### src/design/isometric_project_with_bounds_core_defines.svh
// Assertion macros shared by the RTL of the isometric projection core.
// Each macro expects a clock named i_clk and a synchronous active-low reset
// named i_rst_n in the module that uses it.
`ifndef ISOMETRIC_PROJECT_WITH_BOUNDS_CORE_DEFINES_SVH
`define ISOMETRIC_PROJECT_WITH_BOUNDS_CORE_DEFINES_SVH

// The consequent must hold in the same cycle as the antecedent.
`define IPWB_ASSERT_SAME(label, ante, cons, msg) \
    label: assert property (@(posedge i_clk) disable iff (!i_rst_n) \
        (ante) |-> (cons)) else $error(msg);

// The consequent must hold in the cycle after the antecedent.
`define IPWB_ASSERT_NEXT(label, ante, cons, msg) \
    label: assert property (@(posedge i_clk) disable iff (!i_rst_n) \
        (ante) |=> (cons)) else $error(msg);

`endif

### src/design/ipwb_pkg.sv
package ipwb_pkg;

    localparam int FIELD_W     = 16;
    localparam int CFG_IDX_W   = 3;
    localparam int PROJ_SHIFT  = 9;
    localparam int IN_TDATA_W  = 48;
    localparam int OUT_TDATA_W = 112;

    // Widths of the exact intermediate values.
    localparam int CX_W = FIELD_W + 1;   // point plus offset
    localparam int CZ_W = FIELD_W + 2;   // negated sum
    localparam int PX_W = 24;            // (cx + cz) * 24
    localparam int PY_W = 25;            // (cx - cz) * 12 - 30 * cy
    localparam int DZ_W = 20;            // cz - cx - cy

    // Configuration register indexes.
    localparam logic [CFG_IDX_W-1:0] REG_OFFSET_X = 3'd0;
    localparam logic [CFG_IDX_W-1:0] REG_OFFSET_Y = 3'd1;
    localparam logic [CFG_IDX_W-1:0] REG_OFFSET_Z = 3'd2;
    localparam logic [CFG_IDX_W-1:0] REG_CENTRE_X = 3'd3;
    localparam logic [CFG_IDX_W-1:0] REG_CENTRE_Y = 3'd4;

    // Values an empty bounding box starts from.
    localparam logic signed [FIELD_W-1:0] BOX_LOW_INIT  = 16'sd32767;
    localparam logic signed [FIELD_W-1:0] BOX_HIGH_INIT = -16'sd32767;

    typedef logic signed [FIELD_W-1:0] t_field;

    typedef struct packed {
        logic signed [CX_W-1:0] cx;
        logic signed [CX_W-1:0] cy;
        logic signed [CZ_W-1:0] cz;
        logic                   first;
    } t_point;

    typedef struct packed {
        t_field centre_x;
        t_field centre_y;
    } t_centre;

    typedef struct packed {
        t_field sx;
        t_field sy;
        t_field dz;
    } t_proj;

    typedef struct packed {
        t_field left;
        t_field right;
        t_field top;
        t_field bottom;
    } t_box;

endpackage

### src/design/ipwb_front.sv
module ipwb_front (
    input  logic                             i_clk,
    input  logic                             i_rst_n,
    input  logic                             i_cfg_we,
    input  logic [ipwb_pkg::CFG_IDX_W-1:0]   i_cfg_idx,
    input  logic [ipwb_pkg::FIELD_W-1:0]     i_cfg_data,
    input  logic                             i_load,
    input  ipwb_pkg::t_field                 i_x,
    input  ipwb_pkg::t_field                 i_y,
    input  ipwb_pkg::t_field                 i_z,
    input  logic                             i_first,
    output ipwb_pkg::t_point                 o_point,
    output ipwb_pkg::t_centre                o_centre
);
    import ipwb_pkg::*;

    t_field r_off_x;
    t_field r_off_y;
    t_field r_off_z;
    t_field r_centre_x;
    t_field r_centre_y;
    t_point r_point;
    t_point n_point;

    // Configuration registers; unknown indexes are dropped.
    always_ff @(posedge i_clk) begin
        if (!i_rst_n) begin
            r_off_x    <= '0;
            r_off_y    <= '0;
            r_off_z    <= '0;
            r_centre_x <= '0;
            r_centre_y <= '0;
        end else if (i_cfg_we) begin
            case (i_cfg_idx)
                REG_OFFSET_X: r_off_x    <= i_cfg_data;
                REG_OFFSET_Y: r_off_y    <= i_cfg_data;
                REG_OFFSET_Z: r_off_z    <= i_cfg_data;
                REG_CENTRE_X: r_centre_x <= i_cfg_data;
                REG_CENTRE_Y: r_centre_y <= i_cfg_data;
                default: ;
            endcase
        end
    end

    // Camera offsets are applied on the way into the input register.
    always_comb begin
        n_point.cx    = CX_W'(i_x) + CX_W'(r_off_x);
        n_point.cy    = CX_W'(i_y) + CX_W'(r_off_y);
        n_point.cz    = -(CZ_W'(i_z) + CZ_W'(r_off_z));
        n_point.first = i_first;
    end

    always_ff @(posedge i_clk) begin
        if (i_load) begin
            r_point <= n_point;
        end
    end

    assign o_point           = r_point;
    assign o_centre.centre_x = r_centre_x;
    assign o_centre.centre_y = r_centre_y;

endmodule

### src/design/ipwb_proj.sv
module ipwb_proj (
    input  ipwb_pkg::t_point  i_point,
    input  ipwb_pkg::t_centre i_centre,
    output ipwb_pkg::t_proj   o_proj
);
    import ipwb_pkg::*;

    logic signed [PX_W-1:0] sum_xz;
    logic signed [PX_W-1:0] prod_x;
    logic signed [PX_W-1:0] shift_x;
    logic signed [PY_W-1:0] diff_xz;
    logic signed [PY_W-1:0] ext_y;
    logic signed [PY_W-1:0] prod_y;
    logic signed [PY_W-1:0] shift_y;
    logic signed [DZ_W-1:0] depth_w;

    // Constant multiplies are built from shifted adds.
    always_comb begin
        sum_xz  = PX_W'(i_point.cx) + PX_W'(i_point.cz);
        prod_x  = (sum_xz <<< 4) + (sum_xz <<< 3);
        shift_x = prod_x >>> PROJ_SHIFT;

        diff_xz = PY_W'(i_point.cx) - PY_W'(i_point.cz);
        ext_y   = PY_W'(i_point.cy);
        prod_y  = (diff_xz <<< 3) + (diff_xz <<< 2) - ((ext_y <<< 5) - (ext_y <<< 1));
        shift_y = prod_y >>> PROJ_SHIFT;

        depth_w = DZ_W'(i_point.cz) - DZ_W'(i_point.cx) - DZ_W'(i_point.cy);

        // Wrapping to 16 bits commutes with adding the centre.
        o_proj.sx = shift_x[FIELD_W-1:0] + i_centre.centre_x;
        o_proj.sy = shift_y[FIELD_W-1:0] + i_centre.centre_y;
        o_proj.dz = depth_w[FIELD_W-1:0];
    end

endmodule

### src/design/ipwb_box.sv
module ipwb_box (
    input  logic             i_clk,
    input  logic             i_rst_n,
    input  logic             i_update,
    input  logic             i_first,
    input  ipwb_pkg::t_field i_sx,
    input  ipwb_pkg::t_field i_sy,
    output ipwb_pkg::t_box   o_box,
    output ipwb_pkg::t_box   o_state
);
    import ipwb_pkg::*;

    t_box r_box;
    t_box base;
    t_box n_box;

    // A first point of a model starts from an empty box.
    always_comb begin
        if (i_first) begin
            base.left   = BOX_LOW_INIT;
            base.right  = BOX_HIGH_INIT;
            base.top    = BOX_LOW_INIT;
            base.bottom = BOX_HIGH_INIT;
        end else begin
            base = r_box;
        end
        n_box.left   = (i_sx < base.left)   ? i_sx : base.left;
        n_box.right  = (i_sx > base.right)  ? i_sx : base.right;
        n_box.top    = (i_sy < base.top)    ? i_sy : base.top;
        n_box.bottom = (i_sy > base.bottom) ? i_sy : base.bottom;
    end

    always_ff @(posedge i_clk) begin
        if (!i_rst_n) begin
            r_box.left   <= BOX_LOW_INIT;
            r_box.right  <= BOX_HIGH_INIT;
            r_box.top    <= BOX_LOW_INIT;
            r_box.bottom <= BOX_HIGH_INIT;
        end else if (i_update) begin
            r_box <= n_box;
        end
    end

    assign o_box   = n_box;
    assign o_state = r_box;

endmodule

### src/design/isometric_project_with_bounds_core.sv
// Channel   Direction  Word                                      Side band
// s_axis    in         point_x, point_y, point_z (48 bits)       first_of_model
// m_axis    out        screen_x, screen_y, depth, box (112 bits) none
// i_cfg     in         index 0..4, 16-bit data                   none
//
// A word waits in the input register, where the camera offsets are already
// applied, and is projected and merged into the box on its way to the result
// register. One word is taken per cycle unless the result output stalls; the
// box update in front of the result register feeds back through the box state.
// Reset clears both valid flags, the configuration registers and the box.
// A stalled result holds the result register, and the input register keeps
// accepting until it is also full.
`include "isometric_project_with_bounds_core_defines.svh"

module isometric_project_with_bounds_core (
    input  logic                                i_clk,
    input  logic                                i_rst_n,
    // Configuration write port.
    input  logic                                i_cfg_we,
    input  logic [ipwb_pkg::CFG_IDX_W-1:0]      i_cfg_idx,
    input  logic [ipwb_pkg::FIELD_W-1:0]        i_cfg_data,
    // Input words.
    input  logic                                s_axis_tvalid,
    output logic                                s_axis_tready,
    // tdata: point_x [15:0], point_y [31:16], point_z [47:32]
    input  logic [ipwb_pkg::IN_TDATA_W-1:0]     s_axis_tdata,
    // tuser: first_of_model [0]
    input  logic                                s_axis_tuser,
    // Result words.
    output logic                                m_axis_tvalid,
    input  logic                                m_axis_tready,
    // tdata: screen_x [15:0], screen_y [31:16], depth [47:32],
    //        box_left [63:48], box_right [79:64], box_top [95:80],
    //        box_bottom [111:96]
    output logic [ipwb_pkg::OUT_TDATA_W-1:0]    m_axis_tdata
);
    import ipwb_pkg::*;

    logic    r_s1_vld;
    logic    n_s1_vld;
    logic    r_out_vld;
    logic    n_out_vld;
    logic    in_load;
    logic    out_load;
    t_point  point;
    t_centre centre;
    t_proj   proj;
    t_box    box_next;
    t_box    box_state;
    t_proj   r_res_proj;
    t_box    r_res_box;

    // The result register moves when the input register holds a word and it is empty
    // or being drained; the input register is ready whenever its word goes on or it is empty.
    assign out_load      = r_s1_vld && (!r_out_vld || m_axis_tready);
    assign s_axis_tready = !r_s1_vld || out_load;
    assign in_load       = s_axis_tvalid && s_axis_tready;

    always_comb begin
        n_s1_vld = r_s1_vld;
        if (in_load) begin
            n_s1_vld = 1'b1;
        end else if (out_load) begin
            n_s1_vld = 1'b0;
        end
        n_out_vld = r_out_vld;
        if (out_load) begin
            n_out_vld = 1'b1;
        end else if (m_axis_tready) begin
            n_out_vld = 1'b0;
        end
    end

    always_ff @(posedge i_clk) begin
        if (!i_rst_n) begin
            r_s1_vld  <= 1'b0;
            r_out_vld <= 1'b0;
        end else begin
            r_s1_vld  <= n_s1_vld;
            r_out_vld <= n_out_vld;
        end
    end

    ipwb_front u_front (
        .i_clk      (i_clk),
        .i_rst_n    (i_rst_n),
        .i_cfg_we   (i_cfg_we),
        .i_cfg_idx  (i_cfg_idx),
        .i_cfg_data (i_cfg_data),
        .i_load     (in_load),
        .i_x        (s_axis_tdata[15:0]),
        .i_y        (s_axis_tdata[31:16]),
        .i_z        (s_axis_tdata[47:32]),
        .i_first    (s_axis_tuser),
        .o_point    (point),
        .o_centre   (centre)
    );

    ipwb_proj u_proj (
        .i_point  (point),
        .i_centre (centre),
        .o_proj   (proj)
    );

    // The box state advances together with the result register, so each
    // result carries the box that includes its own point.
    ipwb_box u_box (
        .i_clk    (i_clk),
        .i_rst_n  (i_rst_n),
        .i_update (out_load),
        .i_first  (point.first),
        .i_sx     (proj.sx),
        .i_sy     (proj.sy),
        .o_box    (box_next),
        .o_state  (box_state)
    );

    always_ff @(posedge i_clk) begin
        if (out_load) begin
            r_res_proj <= proj;
            r_res_box  <= box_next;
        end
    end

    assign m_axis_tvalid = r_out_vld;
    assign m_axis_tdata  = {r_res_box.bottom, r_res_box.top, r_res_box.right,
                            r_res_box.left, r_res_proj.dz, r_res_proj.sy,
                            r_res_proj.sx};

    // Every delivered point lies inside the box reported with it.
    `IPWB_ASSERT_SAME(a_point_in_box_x, r_out_vld,
        (r_res_box.left <= r_res_proj.sx) && (r_res_proj.sx <= r_res_box.right),
        "screen x outside reported box")
    `IPWB_ASSERT_SAME(a_point_in_box_y, r_out_vld,
        (r_res_box.top <= r_res_proj.sy) && (r_res_proj.sy <= r_res_box.bottom),
        "screen y outside reported box")
    // The running box and the reported box agree after each result load.
    `IPWB_ASSERT_NEXT(a_box_tracks_result, out_load,
        box_state == r_res_box, "box state differs from reported box")
    // The first point of a model is the low corner of its box. The high
    // corner starts one above the most negative value, so it is not checked.
    `IPWB_ASSERT_NEXT(a_first_point_box, out_load && point.first,
        (r_res_box.left == r_res_proj.sx) && (r_res_box.top == r_res_proj.sy),
        "first point of model did not restart box")

endmodule
### config.mk
export PLATFORM = sky130hd
export DESIGN_NAME = isometric_project_with_bounds_core
export DESIGN_NICKNAME = d
export VERILOG_FILES = /design/src/design/ipwb_pkg.sv /design/src/design/ipwb_front.sv /design/src/design/ipwb_proj.sv /design/src/design/ipwb_box.sv /design/src/design/isometric_project_with_bounds_core.sv
export VERILOG_INCLUDE_DIRS = /design/src /design/src/design
export SDC_FILE = /design/constraint.sdc
export NUM_CORES = 1
export LEC_CHECK = 0
export BUFFER_PORTS_ARGS = -buffer_cell sky130_fd_sc_hd__buf_2
export CORE_AREA = 2 2 213 173
export CTS_CLUSTER_SIZE = 8
export DETAILED_ROUTE_END_ITERATION = 12
export DIE_AREA = 0 0 215 175
export PLACE_DENSITY_LB_ADDON = 0.25
export SYNTH_ARGS = -nofsm -noshare
export SYNTH_HDL_FRONTEND = slang
export SYNTH_SLANG_ARGS = --single-unit
export TNS_END_PERCENT = 50
### constraint.sdc
create_clock -name i_clk -period 27.2 [get_ports i_clk]
set_clock_uncertainty 0.15 [all_clocks]
set_input_delay 1.36 -clock i_clk [delete_from_list [all_inputs] [get_ports i_clk]]
set_output_delay 1.36 -clock i_clk [all_outputs]
set_load 0.05 [all_outputs]
==> impl_metrics.env, run 1 <==
export IMPL_yosys_warnings=0
export IMPL_grt_pass1_wl_um=85500
export IMPL_rows=62
export IMPL_yosys_top_cells_area="edfxtp_1, dfxtp_1, ha_1"
export IMPL_max_clock_path_buffers=3
export IMPL_min_period_ps=10370
export IMPL_core_area_um2=35500
export IMPL_synth_ff_type="edfxtp_1"
export IMPL_crit_top_cell="a21oi_1"
export IMPL_r2r_cells=46
export IMPL_port_buffers=186
export IMPL_hold_buffers=0
export IMPL_grt_total_usage_pct=28.6
export IMPL_endpoint_kind="flip-flop"
export IMPL_netlist_area_um2=21000
export IMPL_crit_family="compound AO/OA/AOI/OAI gates"
export IMPL_relSlewSlack_pct=19.0
export IMPL_yosysSeqAreaShare_pct=37.5
export IMPL_final_util_pct=66.5
export IMPL_async_flop_share_pct=0
export IMPL_grt_max_degree=116
export IMPL_htree_levels=2
export IMPL_wl_per_cell_um=18.2
export IMPL_slew_violations=0
export IMPL_cts_sinks=311
export IMPL_area_delta_synth_final_pct=12.5
export IMPL_peakVddDrop_uv=103
export IMPL_place_area_um2=22300
export IMPL_worstPathRequired_ps=27450
export IMPL_dr_pass1_iters=5
export IMPL_hp_start="u_front.r_off_x[2]"
export IMPL_reg2reg_to="u_box.o_state[18]"
export IMPL_slowest_delay_ps=560
export IMPL_finalSetupViolCount=0
export IMPL_power_switching_w=0.00163
export IMPL_die_w_um=215
export IMPL_cts_tree="built"
export IMPL_pin_count=187
export IMPL_fmax_mhz=96.4
export IMPL_slowest_stage="and3_1"
export IMPL_cts_buffers=44
export IMPL_post_cts_buffers=0
export IMPL_drc=0
export IMPL_status="finished, final reports clean"
export IMPL_holdPathEnd="u_front.r_off_x[2]"
export IMPL_grt_remaining_overflow=0
export IMPL_synth_avg_cell_area_um2=9.31
export IMPL_fill_cells=2897
export IMPL_synth_edf_count=165
export IMPL_synth_cell_types=77
export IMPL_hold_viol=0
export IMPL_p_seq_share_pct=22.1
export IMPL_whs_path_depth=2
export IMPL_setup_tns_ps=0
export IMPL_p_leak_nw=10.3
export IMPL_tightest_slew_ps=1210
export IMPL_yosysTopAreaCell="edfxtp_1"
export IMPL_clkPwrFrac_pct=15.2
export IMPL_p_per_area_nw_per_um2=143
export IMPL_rsz0062_at_grt="no"
export IMPL_final_cell_area_um2=23600
export IMPL_arrival_ps=10630
export IMPL_die_h_um=175
export IMPL_postLayoutSetupSlackWorst_ps=16830
export IMPL_viasPerCell=5.73
export IMPL_vias=16900
export IMPL_synth_seq_cells=311
export IMPL_dp_hpwl_um=39900
export IMPL_synth_top_area_share_pct=23.6
export IMPL_globalplace_congestion=0.970
export IMPL_crit_type="reg2reg"
export IMPL_netlist_instances=2254
export IMPL_antenna_found_initial=4
export IMPL_synth_nets=2612
export IMPL_drive_gt1_share_pct=11.1
export IMPL_first_global_vias=16300
export IMPL_drt_total_wl_um=53600
export IMPL_p_comb_share_pct=62.7
export IMPL_startpoint_type="flip-flop"
export IMPL_root_buffer="clkbuf_16"
export IMPL_nNetsFinal=2786
export IMPL_p_sw_share_pct=48.3
export IMPL_fin_crit_sh_pct=38.1
export IMPL_power_total_w=0.00338
export IMPL_cts_resized=0
export IMPL_intPower_w=0.00175
export IMPL_worstHoldPathType="reg2reg"
export IMPL_cap_viol_max_count=0
export IMPL_preCtsSetupSlack_ps=17040
export IMPL_dieArea_um2=37600
export IMPL_clk_pin_slew_ps=50
export IMPL_r2r_slack_ps=16830
export IMPL_ant_nets=0
export IMPL_initial_core_util_pct=59.1
export IMPL_critPathMaxFanout=31
export IMPL_critPathBufInv=6
export IMPL_clock_latency_ps=550
export IMPL_drtIter0Drc=1419
export IMPL_r2r_start="u_front.o_point[2]"
## metrics by stage
stage | hold WS [ps] | cells
after floorplan | 283 | 2254
after global placement | 294 | 2862
after detailed placement | 307 | 2862
after CTS | 320 | 2943
after global routing | 335 | 2944
final | 318 | 2945
## logic make-up after synthesis
kind of cell               after synthesis  share of synthesized area [%]
muxes                                   47                           2.28
xor gates and xnor gates               133                           5.68
DFF                                    311                           37.5
adders and majority gates              286                           19.1
and+or+nand+nor                        681                           14.3
buffers and inverters                  298                           5.41
AOI/OAI and AO/OA                      498                           15.7
## synthesized netlist by cell type (all sizes together) (36+ instances only)
| cell type | number |
|---|---|
| edfxtp | 165 |
| a21boi | 99 |
| nand2 | 301 |
| inv | 232 |
| dfxtp | 146 |
| nor2 | 183 |
| mux2i | 43 |
| nand3 | 36 |
| nor3 | 40 |
| fa | 56 |
| xnor2 | 96 |
| xor2 | 37 |
| o21ai | 108 |
| ha | 229 |
| clkbuf | 54 |
| a21oi | 118 |
## sequential cells by signal, summed over array words and instances, names as in the netlist
signal              count
u_front.o_point        53
u_front.r_centre_x     16
m_axis_tdata          112
u_front.r_off_z        16
r_s1_vld                1
u_box.o_state          64
u_front.r_off_x        16
u_front.r_off_y        16
m_axis_tvalid           1
u_front.r_centre_y     16
## worst reg2reg max path, delay by kind of cell (launching register included)
family                     cells  cell delay (ps)
and+or+nand+nor               10             1490
AOI/OAI and AO/OA             22             4070
DFF                            1              520
adders and majority gates      6             2520
xor gates and xnor gates       2              580
buffers and inverters          6              880
## cells in the final DEF (no fill, tap or decap), drive strengths merged, types with 5 or more instances in the layout
cell type | synthesis | routed
nand2 | 301 | 301
inv | 232 | 234
ha | 229 | 229
buf | 12 | 194
nor2 | 183 | 183
edfxtp | 165 | 165
dfxtp | 146 | 146
a21oi | 118 | 118
o21ai | 108 | 108
a21boi | 99 | 99
xnor2 | 96 | 96
clkbuf | 54 | 78
fa | 56 | 56
mux2i | 43 | 43
nor3 | 40 | 40
xor2 | 37 | 37
nand3 | 36 | 36
a21o | 35 | 35
nor2b | 29 | 29
o21a | 27 | 27
o21bai | 21 | 21
nand2b | 20 | 20
nor3b | 12 | 12
a32o | 12 | 12
a211oi | 11 | 11
or3 | 11 | 11
and3 | 10 | 10
or2 | 9 | 9
nand4 | 8 | 8
a31oi | 6 | 6
nor4 | 6 | 6
o211ai | 6 | 6
a211o | 5 | 5
o31a | 5 | 5
a2111oi | 5 | 5
a31o | 5 | 5
## how the worst max path moves through the flow
stage | from | to | slack, ps | cells past startpoint
finish | u_front.o_point[2] | u_box.o_state[18] | 16830 | 46
global route | u_front.o_point[2] | u_box.o_state[18] | 15770 | 44
CTS | u_front.o_point[2] | u_box.o_state[18] | 16950 | 46
detailed placement | u_front.o_point[2] | u_box.o_state[18] | 17040 | 46
global placement | u_front.o_point[2] | u_box.o_state[27] | 17400 | 46
floorplan | u_front.o_point[2] | u_box.o_state[29] | 18310 | 47
## power groups by stage
stage | combinational, W | sequential, W | clock (W)
CTS | 0.00210 | 0.000747 | 0.000518
global placement | 0.00202 | 0.000754 | 0
global route | 0.00234 | 0.000758 | 0.000539
detailed placement | 0.00208 | 0.000754 | 0
floorplan | 0.00133 | 0.000976 | 0
finish | 0.00212 | 0.000747 | 0.000513
## routing by layer
metal / track usage (%) / up-vias / wire length, um
met5: 0 / - / 13
met4: 8.07 / 2 / 1370
met3: 4.73 / 102 / 4370
met2: 44.0 / 607 / 23000
met1: 41.8 / 8033 / 24800
li1: - / 8136 / -
## layout make-up
type	instances	area (um^2)	share of cell area (%)
inverters	232	873	3.70
well taps	480	601	2.54
flip-flops and latches	311	7880	33.4
clock buffers	78	1230	5.20
multi-input cells	1645	12000	50.8
clock inverters	3	47.5	0.201
repair buffers	194	993	4.21
diodes	2	5.00	0.0212
Note: power is estimated with default switching activity, not from simulation.
==> run 2: changes to the inputs <==
Clock period 27.2 ns to 10.31 ns, I/O delays scaled along.
==> run 2 against run 1 <==
  * Cell count up 0.34%
  * Worst setup slack lost 16000 ps
  * Sequential cell count is the same
  * Global-route usage decreased by 0.16 points
  * Critical endpoint unchanged
  * Via count grew 0.34%
  * Combinational power grew to 2.6 times the previous value
  * Worst hold slack worse by 240 ps
==> impl_metrics.env, run 2 (synthesized netlist as in run 1, its figures left out) <==
export IMPL_status="finished, final reports clean"
export IMPL_p_per_area_nw_per_um2=376
export IMPL_antenna_found_initial=5
export IMPL_dp_hpwl_um=40400
export IMPL_drive_gt1_share_pct=11.8
export IMPL_slew_violations=0
export IMPL_dr_pass1_iters=5
export IMPL_initial_core_util_pct=59.1
export IMPL_grt_max_degree=116
export IMPL_max_clock_path_buffers=3
export IMPL_cap_viol_max_count=0
export IMPL_worstPathRequired_ps=10570
export IMPL_p_leak_nw=10.4
export IMPL_largest_reg_flops=112
export IMPL_slowest_stage="fa_1"
export IMPL_globalplace_congestion=0.987
export IMPL_peakVddDrop_uv=278
export IMPL_arrival_ps=9790
export IMPL_rows=62
export IMPL_nNetsFinal=2797
export IMPL_viasPerCell=5.73
export IMPL_tightest_slew_ps=1080
export IMPL_cts_tree="built"
export IMPL_final_cell_area_um2=23800
export IMPL_pin_count=187
export IMPL_r2r_start="u_front.o_point[36]"
export IMPL_seqCellArea_um2=7880
export IMPL_final_cell_mix="nand2_1, inv_1, ha_1, buf_2, nor2_1"
export IMPL_htree_levels=2
export IMPL_fill_cells=2847
export IMPL_drtIter0Drc=1246
export IMPL_drt_total_wl_um=53500
export IMPL_drc=0
export IMPL_final_common_cell="nand2_1"
export IMPL_finalSetupViolCount=0
export IMPL_crit_type="reg2reg"
export IMPL_grt_remaining_overflow=0
export IMPL_min_period_ps=9530
export IMPL_startpoint_type="flip-flop"
export IMPL_ant_nets=0
export IMPL_critPathBufInv=6
export IMPL_cp_startpoint="u_front.o_point[36]"
export IMPL_first_global_vias=16500
export IMPL_crit_family="compound AO/OA/AOI/OAI gates"
export IMPL_dieArea_um2=37600
export IMPL_relSlewSlack_pct=27.4
export IMPL_multi_input_area_um2=12000
export IMPL_critPathMaxFanout=15
export IMPL_port_buffers=186
export IMPL_path_depth=47
export IMPL_slowest_delay_ps=490
export IMPL_endpoint_kind="flip-flop"
export IMPL_core_area_um2=35500
export IMPL_worstHoldPathType="in2reg"
export IMPL_die_w_um=215
export IMPL_fmax_mhz=105
export IMPL_die_h_um=175
export IMPL_r2r_cells=47
export IMPL_area_delta_synth_final_pct=13.3
export IMPL_wl_per_cell_um=18.1
export IMPL_grt_pass1_wl_um=85100
export IMPL_fin_crit_sh_pct=92.5
export IMPL_place_area_um2=22400
export IMPL_hp_start="s_axis_tvalid"
export IMPL_root_buffer="clkbuf_16"
export IMPL_grt_total_usage_pct=28.5
export IMPL_cts_buffers=45
export IMPL_cts_sinks=311
export IMPL_setup_tns_ps=0
export IMPL_hold_viol=0
export IMPL_vias=16900
export IMPL_clk_pin_slew_ps=50
export IMPL_clock_latency_ps=560
export IMPL_whs_path_depth=3
export IMPL_crit_top_cell="a21oi_1"
run 2: changes by cell type in the layout (fill, tap and decap cells not counted), moves of 2 or more:
cell,delta
buf_4,+8
clkbuf_1,-5
xnor2_1,-2
xnor2_2,+2
run 2: layout make-up:
type | instances | area share [%]
inverters | 232 | 3.67
diodes | 3 | 0.0316
flip-flops and latches | 311 | 33.1
well taps | 480 | 2.53
clock buffers | 75 | 5.25
clock inverters | 5 | 0.305
multi-input cells | 1645 | 50.5
repair buffers | 204 | 4.54
run 2: where the power goes:
part	switching [W]	internal [W]	total (W)
clock network	0.000554	0.000846	0.00140
registers	0.000125	0.00185	0.00198
logic	0.00357	0.00200	0.00558
run 2: worst paths after layout:
path	slack (ps)	end
hold / removal	70	r_s1_vld
setup / recovery	780	u_box.o_state[18]
setup reg to reg	780	u_box.o_state[18]
hold reg to reg	320	u_box.o_state[32]
run 2: metal layers:
metal / up-vias / GRT usage (%) / part of all wire [%]
met1: 8065 / 40.8 / 46
met3: 110 / 5.66 / 8.6
met4: 4 / 8.91 / 2.9
met5: - / 0 / 0.051
met2: 621 / 43.6 / 43
li1: 8138 / - / -
run 2: per-stage QoR:
stage | util [%] | total power, W | hold slack [ps] | instances | setup WS [ps]
after floorplan | - | 0.00609 | 283 | 2254 | 1420
after global placement | 62.9 | 0.00728 | 295 | 2865 | 739
after detailed placement | 62.9 | 0.00743 | 308 | 2865 | 366
after CTS | 66.7 | 0.00888 | 54.5 | 2946 | 282
after global routing | 66.9 | 0.00966 | 91.2 | 2954 | -13.9
final | 66.9 | 0.00895 | 73.4 | 2955 | 776
run 2: repair_timing:
item                                   CTS  global route
resized for setup                        0            11
hold buffers                             1             0
setup endpoints to repair                0            60
buffers inserted                         0             6
endpoints found under the hold margin    1             0
run 2: worst reg2reg max path: cells and delay by family (launching register included):
family                   cells  cell delay (ps)
adder cells (fa/ha/maj)      7             2590
XOR/XNOR                     2              520
AND/OR/NAND/NOR             10             1340
AO/OA/AOI/OAI               22             3840
flip-flops                   1              390
buffers and inverters        6              540
